`src/mhe_pkg.sv`:
```
// ----------------------------------------------------------------------------
// mhe_pkg: shared types and constants of the min-heap timestamp evictor
// Entry layout, index widths, sequencer states and the sift-unit control.
// ----------------------------------------------------------------------------
package mhe_pkg;

  localparam int CAPACITY  = 7;
  localparam int KEY_WIDTH = 32;
  localparam int TAG_WIDTH = 16;
  localparam int OCC_WIDTH = 3;

  // Slot index and fill count widths.
  localparam int IDX_W = (CAPACITY > 1) ? $clog2(CAPACITY) : 1;
  localparam int CNT_W = $clog2(CAPACITY + 1);
  // Child indices can run past the last slot, so they get headroom.
  localparam int CHILD_W = IDX_W + 2;

  typedef logic [KEY_WIDTH-1:0] key_t;
  typedef logic [TAG_WIDTH-1:0] tag_t;
  typedef logic [IDX_W-1:0]     idx_t;
  typedef logic [CNT_W-1:0]     cnt_t;
  typedef logic [CHILD_W-1:0]   child_t;

  typedef struct packed {
    key_t key;
    tag_t tag;
  } entry_t;

  localparam int ENTRY_W = $bits(entry_t);

  typedef enum logic [2:0] {
    ST_IDLE,
    ST_ROOT,
    ST_UP,
    ST_DOWN,
    ST_DONE
  } state_t;

  // Control into the sift unit.
  typedef struct packed {
    logic up;       // sift-up: swap when the moving entry is smaller
    logic b_valid;  // second candidate (right child) exists
  } sift_ctl_t;

  // Decision out of the sift unit.
  typedef struct packed {
    logic swap;
    logic take_b;
  } sift_res_t;

  function automatic idx_t parent_of(input idx_t pos);
    idx_t p;
    p = (pos - idx_t'(1)) >> 1;
    return p;
  endfunction

  function automatic child_t left_of(input idx_t pos);
    child_t c;
    c = child_t'({pos, 1'b0}) + child_t'(1);
    return c;
  endfunction

endpackage

```
`src/mhe_ifs.sv`:
```
// ----------------------------------------------------------------------------
// mhe_ifs: transfer channels of the min-heap timestamp evictor
// Insert request channel and eviction report channel, valid/ready style.
// ----------------------------------------------------------------------------
interface mhe_in_if;
  import mhe_pkg::*;

  logic valid;
  logic ready;
  key_t new_key;
  tag_t new_tag;

  modport source (output valid, output new_key, output new_tag, input ready);
  modport sink   (input valid, input new_key, input new_tag, output ready);
endinterface

interface mhe_out_if;
  import mhe_pkg::*;

  logic                 valid;
  logic                 ready;
  logic                 evicted_valid;
  key_t                 evicted_key;
  tag_t                 evicted_tag;
  logic [OCC_WIDTH-1:0] occupancy;

  modport source (
    output valid, output evicted_valid, output evicted_key,
    output evicted_tag, output occupancy, input ready
  );
  modport sink (
    input valid, input evicted_valid, input evicted_key,
    input evicted_tag, input occupancy, output ready
  );
endinterface

```
`src/mhe_ram.sv`:
```
// ----------------------------------------------------------------------------
// mhe_ram: generic RAM, one write port and two registered read ports
// Read data appears the cycle after the address is presented.
// ----------------------------------------------------------------------------
module mhe_ram #(
  parameter int WIDTH  = 8,
  parameter int DEPTH  = 4,
  parameter int ADDR_W = (DEPTH > 1) ? $clog2(DEPTH) : 1
) (
  input  logic              clk,
  input  logic              we,
  input  logic [ADDR_W-1:0] waddr,
  input  logic [WIDTH-1:0]  wdata,
  input  logic [ADDR_W-1:0] raddr_a,
  input  logic [ADDR_W-1:0] raddr_b,
  output logic [WIDTH-1:0]  rdata_a,
  output logic [WIDTH-1:0]  rdata_b
);

  logic [WIDTH-1:0] mem [DEPTH];

  always_ff @(posedge clk) begin
    if (we) begin
      mem[waddr] <= wdata;
    end
    rdata_a <= mem[raddr_a];
    rdata_b <= mem[raddr_b];
  end

endmodule

```
`src/mhe_sift_unit.sv`:
```
// ----------------------------------------------------------------------------
// mhe_sift_unit: shared compare unit for one heap level
// Picks the smaller child and decides whether the moving entry swaps.
// ----------------------------------------------------------------------------
module mhe_sift_unit (
  input  mhe_pkg::entry_t    cand_a,
  input  mhe_pkg::entry_t    cand_b,
  input  mhe_pkg::entry_t    moving,
  input  mhe_pkg::sift_ctl_t ctl,
  output mhe_pkg::entry_t    pick,
  output mhe_pkg::sift_res_t res
);
  import mhe_pkg::*;

  logic b_less;

  // The right child wins only when strictly smaller, so ties go left.
  assign b_less     = ctl.b_valid && (cand_b.key < cand_a.key);
  assign res.take_b = b_less;
  assign pick       = b_less ? cand_b : cand_a;

  // Strict compares in both directions keep equal keys in place.
  assign res.swap = ctl.up ? (moving.key < pick.key) : (pick.key < moving.key);

endmodule

```
`src/min_heap_timestamp_evictor.sv`:
```
// ----------------------------------------------------------------------------
// min_heap_timestamp_evictor: fixed-capacity min-heap with root eviction
// Inserts timestamped entries; when full, reports and replaces the oldest.
// ----------------------------------------------------------------------------
//
//  Channel | Dir | Fields                                              | Role
//  --------+-----+-----------------------------------------------------+------------------
//  req     | in  | new_key, new_tag                                    | one insert
//  rsp     | out | evicted_valid, evicted_key, evicted_tag, occupancy  | one report
//
// Sequence: an insert into a heap that is not full climbs from the first free
// slot in ST_UP, then waits in ST_DONE until its report is loaded into the
// output register, and ST_IDLE then takes the next request. An insert into a
// full heap reads the root in ST_ROOT and sinks the new root in ST_DOWN before
// ST_DONE. With seven slots an entry climbs or sinks at most two levels.
// The heap RAM's registered read serves one tree level per cycle, and the
// sequencer walks the levels one by one.
// Reset: the fill count and all control state clear; heap slots hold whatever
// they held and are only read once written.
// Stalls: a report waits in the output register while rsp is held off; the next
// request is taken meanwhile and only its final step waits for the register.
//
module min_heap_timestamp_evictor (
  input  logic clk,
  input  logic rst,
  mhe_in_if.sink    req,
  mhe_out_if.source rsp
);
  import mhe_pkg::*;

  // Sequencer and heap bookkeeping.
  state_t state, state_next;
  cnt_t   fill;
  idx_t   pos, pos_next;
  entry_t moving;      // entry being inserted, it travels through the tree
  entry_t evicted;     // old root, zero when nothing is evicted
  logic   evict_flag;
  logic   sift_done;

  // Output register.
  logic                 out_valid;
  logic                 out_evicted_valid;
  key_t                 out_evicted_key;
  tag_t                 out_evicted_tag;
  logic [OCC_WIDTH-1:0] out_occupancy;

  // Heap memory ports.
  logic   ram_we;
  idx_t   ram_waddr, ram_raddr_a, ram_raddr_b;
  entry_t ram_wdata, ram_rdata_a, ram_rdata_b;

  // Sift unit.
  sift_ctl_t sift_ctl;
  sift_res_t sift_res;
  entry_t    sift_pick;

  logic   full;
  logic   req_xfer;
  logic   out_free;
  child_t left_c, right_c, pick_left;
  logic   left_ok, right_ok;
  idx_t   pick_idx;

  assign full     = (fill == cnt_t'(CAPACITY));
  assign req_xfer = req.valid && req.ready;
  assign out_free = !out_valid || rsp.ready;

  // Children of the current slot. The sink path only runs on a full heap, so
  // a child exists exactly when its index is below the capacity.
  assign left_c   = left_of(pos);
  assign right_c  = left_c + child_t'(1);
  assign left_ok  = (left_c < child_t'(CAPACITY));
  assign right_ok = (right_c < child_t'(CAPACITY));
  assign pick_idx = sift_res.take_b ? idx_t'(right_c) : idx_t'(left_c);
  assign pick_left = left_of(pick_idx);

  mhe_ram #(
    .WIDTH (ENTRY_W),
    .DEPTH (CAPACITY),
    .ADDR_W(IDX_W)
  ) u_heap (
    .clk    (clk),
    .we     (ram_we),
    .waddr  (ram_waddr),
    .wdata  (ram_wdata),
    .raddr_a(ram_raddr_a),
    .raddr_b(ram_raddr_b),
    .rdata_a(ram_rdata_a),
    .rdata_b(ram_rdata_b)
  );

  // In the climb, port A carries the parent; in the sink, A and B carry the
  // left and right children.
  assign sift_ctl.up      = (state == ST_UP);
  assign sift_ctl.b_valid = (state == ST_DOWN) && right_ok;

  mhe_sift_unit u_sift (
    .cand_a(ram_rdata_a),
    .cand_b(ram_rdata_b),
    .moving(moving),
    .ctl   (sift_ctl),
    .pick  (sift_pick),
    .res   (sift_res)
  );

  // Next state.
  always_comb begin
    state_next = state;
    unique case (state)
      ST_IDLE: begin
        if (req_xfer) begin
          state_next = full ? ST_ROOT : ST_UP;
        end
      end
      ST_ROOT: state_next = ST_DOWN;
      ST_UP, ST_DOWN: begin
        if (sift_done) begin
          state_next = ST_DONE;
        end
      end
      ST_DONE: begin
        if (out_free) begin
          state_next = ST_IDLE;
        end
      end
      default: state_next = ST_IDLE;
    endcase
  end

  // Memory addressing and the per-level move. Every step writes at most one
  // slot: either the entry that moves toward the moving one's old place, or
  // the moving entry itself once it has settled.
  always_comb begin
    ram_we      = 1'b0;
    ram_waddr   = pos;
    ram_wdata   = moving;
    ram_raddr_a = '0;
    ram_raddr_b = '0;
    pos_next    = pos;
    sift_done   = 1'b0;
    unique case (state)
      ST_IDLE: begin
        if (full) begin
          ram_raddr_a = '0;
          pos_next    = '0;
        end else begin
          // The new entry starts in the first free slot.
          pos_next    = idx_t'(fill);
          ram_raddr_a = (fill == '0) ? '0 : parent_of(idx_t'(fill));
        end
      end
      ST_ROOT: begin
        ram_raddr_a = idx_t'(1);
        ram_raddr_b = idx_t'(2);
      end
      ST_UP: begin
        ram_we = 1'b1;
        if ((pos != '0) && sift_res.swap) begin
          // Parent moves down into the current slot.
          ram_wdata   = ram_rdata_a;
          pos_next    = parent_of(pos);
          ram_raddr_a = parent_of(parent_of(pos));
        end else begin
          sift_done = 1'b1;
        end
      end
      ST_DOWN: begin
        ram_we = 1'b1;
        if (left_ok && sift_res.swap) begin
          // Smaller child moves up into the current slot.
          ram_wdata   = sift_pick;
          pos_next    = pick_idx;
          ram_raddr_a = idx_t'(pick_left);
          ram_raddr_b = idx_t'(pick_left + child_t'(1));
        end else begin
          sift_done = 1'b1;
        end
      end
      ST_DONE: begin
      end
      default: begin
      end
    endcase
  end

  assign req.ready = (state == ST_IDLE);

  always_ff @(posedge clk) begin
    if (rst) begin
      state      <= ST_IDLE;
      fill       <= '0;
      evict_flag <= 1'b0;
      out_valid  <= 1'b0;
    end else begin
      state <= state_next;
      if (req_xfer) begin
        evict_flag <= full;
        if (!full) begin
          fill <= fill + cnt_t'(1);
        end
      end
      if ((state == ST_DONE) && out_free) begin
        out_valid <= 1'b1;
      end else if (rsp.ready) begin
        out_valid <= 1'b0;
      end
    end
  end

  // Payload registers.
  always_ff @(posedge clk) begin
    pos <= pos_next;
    if (req_xfer) begin
      moving.key <= req.new_key;
      moving.tag <= req.new_tag;
      evicted    <= '0;
    end
    if (state == ST_ROOT) begin
      evicted <= ram_rdata_a;
    end
    if ((state == ST_DONE) && out_free) begin
      out_evicted_valid <= evict_flag;
      out_evicted_key   <= evicted.key;
      out_evicted_tag   <= evicted.tag;
      out_occupancy     <= OCC_WIDTH'(fill);
    end
  end

  assign rsp.valid         = out_valid;
  assign rsp.evicted_valid = out_evicted_valid;
  assign rsp.evicted_key   = out_evicted_key;
  assign rsp.evicted_tag   = out_evicted_tag;
  assign rsp.occupancy     = out_occupancy;

endmodule

```
`src/flat_wrapper.sv`:
```
// flat-port wrapper written by rule: the top's interface ports become plain ports
module min_heap_timestamp_evictor_flat import mhe_pkg::*;
  (clk, rst, req_valid, req_new_key, req_new_tag, req_ready, rsp_valid, rsp_evicted_valid, rsp_evicted_key, rsp_evicted_tag, rsp_occupancy, rsp_ready);
  mhe_in_if req_i ();
  mhe_out_if rsp_i ();
  input  logic clk;
  input  logic rst;
  input wire logic [$bits(req_i.valid)-1:0] req_valid;
  input wire logic [$bits(req_i.new_key)-1:0] req_new_key;
  input wire logic [$bits(req_i.new_tag)-1:0] req_new_tag;
  output wire logic [$bits(req_i.ready)-1:0] req_ready;
  output wire logic [$bits(rsp_i.valid)-1:0] rsp_valid;
  output wire logic [$bits(rsp_i.evicted_valid)-1:0] rsp_evicted_valid;
  output wire logic [$bits(rsp_i.evicted_key)-1:0] rsp_evicted_key;
  output wire logic [$bits(rsp_i.evicted_tag)-1:0] rsp_evicted_tag;
  output wire logic [$bits(rsp_i.occupancy)-1:0] rsp_occupancy;
  input wire logic [$bits(rsp_i.ready)-1:0] rsp_ready;
  assign req_i.valid = req_valid;
  assign req_i.new_key = req_new_key;
  assign req_i.new_tag = req_new_tag;
  assign req_ready = req_i.ready;
  assign rsp_valid = rsp_i.valid;
  assign rsp_evicted_valid = rsp_i.evicted_valid;
  assign rsp_evicted_key = rsp_i.evicted_key;
  assign rsp_evicted_tag = rsp_i.evicted_tag;
  assign rsp_occupancy = rsp_i.occupancy;
  assign rsp_i.ready = rsp_ready;
  min_heap_timestamp_evictor u_core (.clk(clk), .rst(rst), .req(req_i), .rsp(rsp_i));
endmodule
```
`config.mk`:
```
export PLATFORM = sky130hd
export DESIGN_NAME = min_heap_timestamp_evictor_flat
export DESIGN_NICKNAME = d
export VERILOG_FILES = /design/src/mhe_pkg.sv /design/src/mhe_ifs.sv /design/src/mhe_ram.sv /design/src/mhe_sift_unit.sv /design/src/min_heap_timestamp_evictor.sv /design/src/flat_wrapper.sv
export SDC_FILE = /design/constraint.sdc
export NUM_CORES = 1
export LEC_CHECK = 0
export ABC_AREA = 1
export BUFFER_PORTS_ARGS = -buffer_cell sky130_fd_sc_hd__clkbuf_2
export CORE_MARGIN = 2
export CORE_UTILIZATION = 58
export CTS_CLUSTER_DIAMETER = 100
export CTS_CLUSTER_SIZE = 24
export DETAILED_ROUTE_END_ITERATION = 8
export PLACE_DENSITY = 0.76
export SLEW_MARGIN = 25
export SYNTH_ARGS = -nofsm -noshare
export SYNTH_HDL_FRONTEND = slang
export SYNTH_SLANG_ARGS = --single-unit
```
`constraint.sdc`:
```
create_clock -name clk -period 9.1 [get_ports clk]
set_clock_uncertainty 0.15 [all_clocks]
set_input_delay 1.82 -clock clk [delete_from_list [all_inputs] [get_ports clk]]
set_output_delay 1.82 -clock clk [all_outputs]
set_load 0.01 [all_outputs]
```
-- After elaboration in Yosys (flattened, before gate mapping)
Memories as Yosys holds them, arrays and structs flattened. A register that Yosys moved wholly into a read port is not among the register bits.
Index checks and enable logic that the tools add are counted.
Widths: inputs -> output; s select.
- bits in writable memories: 336
- memories kept: 1
- flip-flop bits (word level): 159
- logic and storage cells: 88
- output and inout port bits: 54
- input bits: 52
- memory list (name ; depth ; bits a word ; rd ports ; clocked after Yosys merged registers in ; write ports ; RTL line ; source):
    u_core.u_heap.mem ; 7 ; 48 ; 2 ; 2 ; 1 ; mhe_ram.sv:20 ; logic [WIDTH-1:0] mem [DEPTH];
- add/subtract/negate cells: 8
- $lt $le $gt $ge: 5
- reductions and logical operators: 18
- bitwise logic cells: 1
- equal/unequal tests: 10
- multiplexer cells: 32
- operators by type and width (kind ; count):
    $mux 48 ; 5
    $lt 32x32->1 ; 3
    $pmux 48 s2 ; 1
    $mux 3 ; 10
    $pmux 3 s4 ; 2
    $lt 5x3->1 const B ; 2
    $add 3x1->3 const B ; 3
    $pmux 3 s3 ; 1
    $mux 1 ; 8
    $eq 3x2->1 const B ; 2
    $eq 3x3->1 const B ; 2
    $logic_and 1x1->1 ; 6
    $logic_not 3->1 ; 2
    $mux 2 ; 3
    $ne 2x1->1 const B ; 3
    $pmux 3 s2 ; 1
    $reduce_and 3->1 ; 2
    $reduce_bool 3->1 ; 2
    $sub 3x1->3 const B ; 2
    $add 4x1->5 const B ; 1
    $add 5x1->5 const B ; 1
    $ne 2x2->1 const B ; 2
    $reduce_bool 2->1 ; 2
    $eq 3x1->1 const B ; 1
    other kinds (7) ; 7

-- Longest topological paths before layout
Gate-level depths: netlist (run 1).
- word-level depth: 13
- mapped depth: 40
- gate-level depth less buffers: 37

-- By module
Synthesis (run 1) repeated with hierarchy kept, for this count alone.
- cells, all modules: 3136
- area, all modules: 28253.3 µm²
- by module, submodules not included (module ; seq. area each (µm²) ; times used ; cells an instance ; area an instance (µm²)):
    mhe_ram ; 12011.5 ; 1 ; 2161 ; 19234.7
    min_heap_timestamp_evictor ; 4694.5 ; 1 ; 539 ; 6626.4
    mhe_sift_unit ; 0.0 ; 1 ; 436 ; 2392.3

-- Worst setup path before layout (run 1)
OpenSTA, ideal clock, no wires.
- path type: register to register
- from: reg u_core.state[2]
- to: mem u_core.u_heap.mem[3][0] (netlist bit) (enable)
- data required time: 8.437 ns
- clock period less this slack: 4.832 ns
- buffers on the path: 0
- data arrival time: 4.168 ns
- cell stages (with the launch flop): 8
- path slack: 4.268 ns
- library setup time: 0.513 ns
- cells stage by stage: dfxtp_1 > inv_1 > nand2_1 > nor2_4 > inv_2 > nand2_1 > inv_1 > nor3_1
- longest elaborated chain between the ends: 5
- elaborated cells on any way between the ends: 6
- classes of those cells: eq/ne: 2; mux: 3; reduce/logical: 1
- RTL lines (what ; RTL line ; source):
    start: declaration ; min_heap_timestamp_evictor.sv:32 ; state_t state, state_next;
    start signal: assignment ; min_heap_timestamp_evictor.sv:195 ; state <= state_next;
    $eq 3x2->1 ; min_heap_timestamp_evictor.sv:141 ; unique case (state)
    $reduce_or 2->1 (no line) * ; -- ;
    $mux 1 * ; min_heap_timestamp_evictor.sv:141 ;
    $mux 1 * ; mhe_ram.sv:23 ; if (we) begin
    $mux 1 (not written as such) * ; mhe_ram.sv:24 ; mem[waddr] <= wdata;
    end: declaration ; mhe_ram.sv:20 ;
Every way passes the cells marked *; elsewhere a longest branch is shown, timed or not.

-- Final worst setup path (run 1)
- from: reg u_core.u_heap.rdata_a[47], read port of u_core.u_heap.mem
- to: reg u_core.u_heap.rdata_a[43], read port of u_core.u_heap.mem
- longest elaborated chain between the ends: 8
- elaborated cells on any way between the ends: 13
- classes of those cells: add/sub: 1; order compare: 3; mux: 6; reduce/logical: 3
- RTL lines (what ; RTL line ; source):
    start: declaration ; mhe_ram.sv:16 ; output logic [WIDTH-1:0] rdata_a,
    $lt 32x32->1 ; mhe_sift_unit.sv:18 ; assign b_less = ctl.b_valid && (cand_b.key < cand_a.key);
    $logic_and 1x1->1 ; mhe_sift_unit.sv:18 ;
    $mux 48 ; mhe_sift_unit.sv:20 ; assign pick = b_less ? cand_b : cand_a;
    $lt 32x32->1 ; mhe_sift_unit.sv:23 ; assign res.swap = ctl.up ? (moving.key < pick.key) : (pick.key < moving.key);
    $mux 1 ; mhe_sift_unit.sv:23 ;
    $logic_and 1x1->1, on equally long branches ; min_heap_timestamp_evictor.sv:169, min_heap_timestamp_evictor.sv:158 ;
    $mux 3 / $mux 2 (equally long branches) ; min_heap_timestamp_evictor.sv:169, min_heap_timestamp_evictor.sv:158 ;
    $pmux 3 s4 * ; min_heap_timestamp_evictor.sv:141 ;
Marks and branches as above.
A chain may end at the register's enable or synchronous reset.

==> impl_results.md, run 1 <==
* Leakage at 0.0119 µW
* Total power divided by cell area at 268 mW/mm²
* Routability cong. at 0.908
* Largest net degree at the start of global routing at 77
* Syn Inst Count at 2642
* HP Start: u_core.evicted[2]
* Initial antenna violation count at 0
* Synth async-reset ratio at 0%
* CTS tree: built
* Drt pass-1 iters at 6
* Critical Path Fanout Max at 75
* R2R Setup Slk at 1.55 ns
* Clk_lat worst skew at 0.63 ns
* Post-synth EDFFs at 487
* Launch point of the worst path: u_core.u_heap.rdata_a[47]
* Critical path's slowest cell: buf_4
* Synthesized area at 0.0262 mm²
* Hold buffer count at CTS at 0
* Register Area at 0.0167 mm²
* Post-CTS sizing at 0
* Syn Nets at 2767
* HPWL after detailed placement at 39.8 mm
* Total of max-cap violations at 0
* Synth cell types at 35
* Primary FF master, synth: edfxtp_1
* Total Power at 7490 µW
* Die W at 217 µm
* Num rows at 77
* Area share of the largest cell type after synthesis at 55.8%
* Reg2reg start: u_core.u_heap.rdata_a[47]
* Max Clk Rate at 132 MHz
* Max Buffers Root-to-Sink at 3
* Sequential element share of the synthesized area at 63.7%
* Fin crit share at 83.0%
* Pins Over Slew Limit at 0
* Routed WL per cell at 20.5 µm
* CTS HTree Levels at 1
* Endpoints failing setup at 0
* Gr ovfl total at 0
* Reg2Reg Depth at 27
* P&R area growth vs syn at 6.60%
* N_diodes at 0
* Hold WS at 0.273 ns
* Via count at 19267
* Residual DRC at 0
* Area contributors post-synth: edfxtp_1 56%, nand2_1 10%, dfxtp_1 7.9%
* CP max stage delay at 0.84 ns
* Crit path DAT at 7.95 ns
* Maximum vdd drop at 145 µV
* Actual slew at the worst max-slew pin at 1.08 ns
* Drt via density at 5.86
* Share of cells above drive strength 1 at 7.53%
* Clock transition at the registers of the reported paths at 0.10 ns
* Cell count after placement at 3238
* TritonCTS Buffers at 28
* CP endpoint: u_core.u_heap.rdata_a[43]
* Detail Route Antenna Nets at 0
* Total wire length at 67.5 mm
* Worst relative slew slack at 27.6%
* GR Util All Layers at 28.4%
* Die Span Y at 217 µm
* Setup_tns at 0 ns
* Cell with the most instances after synthesis: nand2_1
* Synth area leader: edfxtp_1
* First-pass GRT wire length at 103 mm
* Postcts setup bufs at 0
* Commonest cells in the netlist: 713 x nand2_1, 487 x edfxtp_1, 411 x nand3_1
* Final min period at 7.55 ns
* Layout Cells excl Fill at 3289
* Sink Count at 591
* Area of the multi-input gates at 0.00762 mm²
* Layout Nets at 2801
* Mean post-synth cell area at 9.92 µm²
* Io pins at 106
* Kind of critical path: reg2reg
* Core area at 0.0444 mm²
* Yosys warns at 0
* Final Hold Fails at 0
* Reg2reg end: u_core.u_heap.rdata_a[43]
* Initial Util at 59.0%
* Port Buffer Count at 105
* Worst Setup End Kind: register
* Req. time, crit path at 9.50 ns
* Fillers at 3417
* CP Launch Type: register
* Crit path top cell by count: nand2_1
* Vias in the first global route at 18498
* RSZ-0062 raised after global routing: no
* Worst hold-check path type: reg2reg
* Root Buffer Master: clkbuf_16
* Initial drt markers at 2295
* #FFs+latches synth at 591
* Full die area at 0.0469 mm²
* Outcome: completed
-- flip-flops by register name, summed over array words and instances (netlist names) --
name and cells:
u_core.evicted 48, u_core.rsp.occupancy 3, u_core.fill 3, u_core.rsp.valid 1
u_core.evict_flag 1, u_core.u_heap.mem 336, u_core.state 3, u_core.rsp.evicted_tag 16
u_core.u_heap.rdata_a 48, u_core.moving 48, u_core.rsp.evicted_valid 1, u_core.u_heap.rdata_b 48
u_core.rsp.evicted_key 32, u_core.pos 3
-- area by class of cell --
| type | count | share of cell area [%] |
|---|---|---|
| clock buffer | 50 | 2.88 |
| clock inverter | 1 | 0.0403 |
| inverter | 346 | 4.65 |
| multi-input combinational | 1574 | 27.3 |
| sequential | 591 | 59.8 |
| tap | 592 | 2.65 |
| timing repair buffer | 135 | 2.73 |
-- logic make-up after synthesis --
family | synth area share (%)
adders and majority gates | 3.48
xor gates and xnor gates | 0.0334
DFF | 63.7
and+or+nand+nor | 20.3
buffers and inverters | 7.48
AOI/OAI and AO/OA | 5.01
-- routing by layer --
layer  routed length [µm]  GRT usage (%)  vias to the layer above  share of wire [%]
li1                     -              -                     8834                  -
met1                25500           37.0                     9089                 38
met2                32200           47.6                     1154                 48
met3                 7620           4.95                      190                 11
met4                 2280           11.4                        0                3.4
met5                    0              0                        -                  0
-- placed cells by master, fill, tap and decap left out, types with 2 or more instances in the layout --
| cell | n |
|---|---|
| dfxtp_1 | 104 |
| nor3_2 | 3 |
| a21oi_1 | 135 |
| nand3_1 | 410 |
| nor4_1 | 2 |
| o2111ai_1 | 5 |
| clkbuf_2 | 105 |
| inv_1 | 333 |
| nor2_1 | 100 |
| clkbuf_16 | 29 |
| nand2_1 | 709 |
| o21ai_0 | 81 |
| clkbuf_1 | 21 |
| edfxtp_1 | 487 |
| ha_1 | 73 |
| o21a_1 | 5 |
| buf_4 | 29 |
| nand2_2 | 9 |
| o211ai_1 | 14 |
| inv_2 | 12 |
| nand4_1 | 6 |
| nor2_4 | 8 |
| nand2_4 | 2 |
-- worst max-delay path, delay by kind of cell (launching register included) --
| kind | cells | cell delay [ns] |
|---|---|---|
| compound gates | 2 | 0.74 |
| fa+ha+maj | 2 | 0.63 |
| buf+inv | 7 | 2.68 |
| flops | 1 | 0.33 |
| simple gates | 16 | 2.79 |
-- how the worst min path moves through the flow --
stage                                 endpoint  cells after the start
finish               u_core.rsp.evicted_tag[2]                      0
detailed placement  u_core.rsp.evicted_key[18]                      0
floorplan            u_core.rsp.evicted_key[0]                      0
global placement    u_core.rsp.evicted_key[21]                      0
global route         u_core.rsp.evicted_tag[2]                      0
CTS                 u_core.rsp.evicted_tag[11]                      0
-- where the power goes --
| group | leakage, µW | switching (µW) | internal (µW) | total, µW |
|---|---|---|---|---|
| registers | 0.00536 | 171 | 3580 | 3750 |
| logic | 0.00619 | 1690 | 630 | 2320 |
| clock network | 0.000388 | 819 | 604 | 1420 |
| total | 0.0119 | 2680 | 4810 | 7490 |
-- metrics by stage --
step	util [%]	setup WS, ns	instance area [µm²]
finish	62.9	1.55	27900
global route	62.9	1.13	27900
CTS	62.9	1.76	27900
detailed placement	61.1	1.88	27100
global placement	61.1	2.07	27100
floorplan	-	4.27	26200
No activity file was read; power rests on OpenSTA's default activity.
==> inputs of run 2 (changes only) <==
==> constraint.sdc (replaced) <==
create_clock -name clk -period 7.45 [get_ports clk]
set_clock_uncertainty 0.15 [all_clocks]
set_input_delay 1.49 -clock clk [delete_from_list [all_inputs] [get_ports clk]]
set_output_delay 1.49 -clock clk [all_outputs]
set_load 0.01 [all_outputs]
==> run 2 against run 1 <==
Net effect: sequential share of layout area is 0.27 points lower; die area stayed put; critical path depth is 3 higher; worst hold slack better by 0.0012 ns; worst setup slack worse by 0.43 ns; final cell count is 0.21% higher; core utilization is 0.29 points higher; non-clock buffer count is 6 higher; sequential power is 22% higher; first-iteration DRC count is 11% higher; flip-flop and latch count stayed put; maximum frequency is 19% higher.
==> impl_results.md, run 2 (synthesized netlist as in run 1, its figures left out) <==
* Outcome: completed
* GR Util All Layers at 28.7% (+0.25 points)
* Crit path top cell by count: nand2_1
* Commonest non-fill, non-tap cell in the layout: nand2_1
* Gr ovfl total at 0 (unchanged)
* Final WS setup at 1.13 ns (-0.426 ns)
* Req. time, crit path at 7.84 ns (-1.66 ns)
* Reg2Reg Depth at 30 (+11%)
* Num rows at 77 (unchanged)
* Sink Count at 591 (unchanged)
* CTS HTree Levels at 1 (unchanged)
* First-pass GRT wire length at 104 mm (+0.99%)
* Total wire length at 67.6 mm (+0.11%)
* Routed WL per cell at 20.5 µm (-0.10%)
* Initial drt markers at 2548 (+11%)
* Clk_lat worst skew at 0.62 ns (about the same)
* Max Clk Rate at 158 MHz (+19%)
* Detail Route Antenna Nets at 0 (unchanged)
* Actual slew at the worst max-slew pin at 1.05 ns (-0.0345 ns)
* Die Span Y at 217 µm (unchanged)
* Worst hold-check path type: reg2reg
* Leading cell types in the layout, fill and taps excluded: 710 x nand2_1, 487 x edfxtp_1, 410 x nand3_1
* Area after DPL at 0.0272 mm² (+0.33%)
* RSZ-0062 raised after global routing: no
* Endpoints failing setup at 0 (unchanged)
* Io pins at 106 (unchanged)
* Root Buffer Master: clkbuf_16
* Register with the most flip-flops: u_core.u_heap.mem
* Pins Over Slew Limit at 0 (unchanged)
* CTS tree: built
* Setup_tns at 0 ns (unchanged)
* CP max stage delay at 0.59 ns (-0.25 ns)
* P&R area growth vs syn at 7.09%
* Final min period at 6.32 ns (-1.22 ns)
* Total power divided by cell area at 327 mW/mm² (+22%)
* Residual DRC at 0 (unchanged)
* Max Buffers Root-to-Sink at 3 (unchanged)
* Post-CTS sizing at 0 (unchanged)
* Layout Nets at 2807 (+0.21%)
* HPWL after detailed placement at 39.8 mm (about the same)
* Hold Path Depth at 0 (unchanged)
* Kind of critical path: reg2reg
* TritonCTS Buffers at 28 (unchanged)
* Critical path's slowest cell: inv_2
* Worst relative slew slack at 29.8% (+2.2 points)
* Finished Cell Area at 0.0281 mm² (+0.46%)
* Routability cong. at 0.898 (-1.1%)
* Total Power at 9180 µW (+23%)
* Total of max-cap violations at 0 (unchanged)
* CP Launch Type: register
* Maximum vdd drop at 255 µV (+76%)
* Critical Path Fanout Max at 54 (-28%)
* Vias in the first global route at 19087 (+3.2%)
* Core area at 0.0444 mm² (unchanged)
* Via count at 19314 (+0.24%)
* Worst Setup End Kind: register
* Share of cells above drive strength 1 at 7.69% (+0.17 points)
* Die W at 217 µm (unchanged)
* Placement Setup Slack at 1.31 ns (-0.568 ns)
* Largest register FFs at 336 (unchanged)
* Fin crit share at 84.9% (+1.9 points)
* Port Buffer Count at 105 (unchanged)
* Hold buffer count at CTS at 0 (unchanged)
* Leakage at 0.0120 µW (+0.59%)
* Full die area at 0.0469 mm² (unchanged)
* Crit path DAT at 6.72 ns (-1.23 ns)
* Final Hold Fails at 0 (unchanged)
* Drt via density at 5.86 (about the same)
* Drt pass-1 iters at 7 (+1)
* Clock transition at the registers of the reported paths at 0.09 ns (about the same)
* Final core area utilization at 63.2% (+0.29 points)
* Postcts setup bufs at 0 (unchanged)
* Initial antenna violation count at 0 (unchanged)
* Largest net degree at the start of global routing at 97 (+26%)
* N_diodes at 0 (unchanged)
* Initial Util at 59.0% (unchanged)
run 2: final cells by class:
type	instances	area [µm²]
clock buffer	51	818
clock inverter	1	8.76
fill	3382	16300
inverter	346	1300
multi-input combinational	1574	7620
sequential	591	16700
tap	592	741
timing repair buffer	141	882
run 2: routing by layer:
| layer | global-route usage [%] | part of all wire [%] | up-vias |
|---|---|---|---|
| met5 | 0 | 0 | - |
| met2 | 47.6 | 48 | 1043 |
| met1 | 37.8 | 39 | 9204 |
| met3 | 3.64 | 9.7 | 210 |
| met4 | 13.3 | 3.9 | 0 |
| li1 | - | - | 8857 |
run 2: worst paths after layout:
path,from,to,slack (ns)
setup reg to reg,u_core.u_heap.rdata_a[31],u_core.u_heap.rdata_b[43],1.13
hold / removal,u_core.evicted[11],u_core.rsp.evicted_tag[11],0.27
setup / recovery,u_core.u_heap.rdata_a[31],u_core.u_heap.rdata_b[43],1.13
hold reg to reg,u_core.evicted[11],u_core.rsp.evicted_tag[11],0.27
run 2: per-stage QoR:
| stage | instances | hold slack (ns) |
|---|---|---|
| 2_1_floorplan | 2642 | 0.250 |
| 3_3_place_gp | 3243 | 0.251 |
| 6_report | 3296 | 0.274 |
| 5_1_grt | 3296 | 0.281 |
| 4_1_cts | 3295 | 0.277 |
| 3_5_place_dp | 3243 | 0.255 |
run 2: power by group:
| group | total [µW] | switching [µW] | internal, µW |
|---|---|---|---|
| logic | 2840 | 2060 | 787 |
| registers | 4590 | 216 | 4370 |
| clock network | 1750 | 1000 | 749 |
| total | 9180 | 3280 | 5910 |
run 2: critical path: cells and delay by family, from the launching register on:
kind,cells,cell delay [ns]
flops,1,0.34
fa+ha+maj,2,0.62
compound gates,1,0.09
buf+inv,6,1.68
simple gates,21,3.27
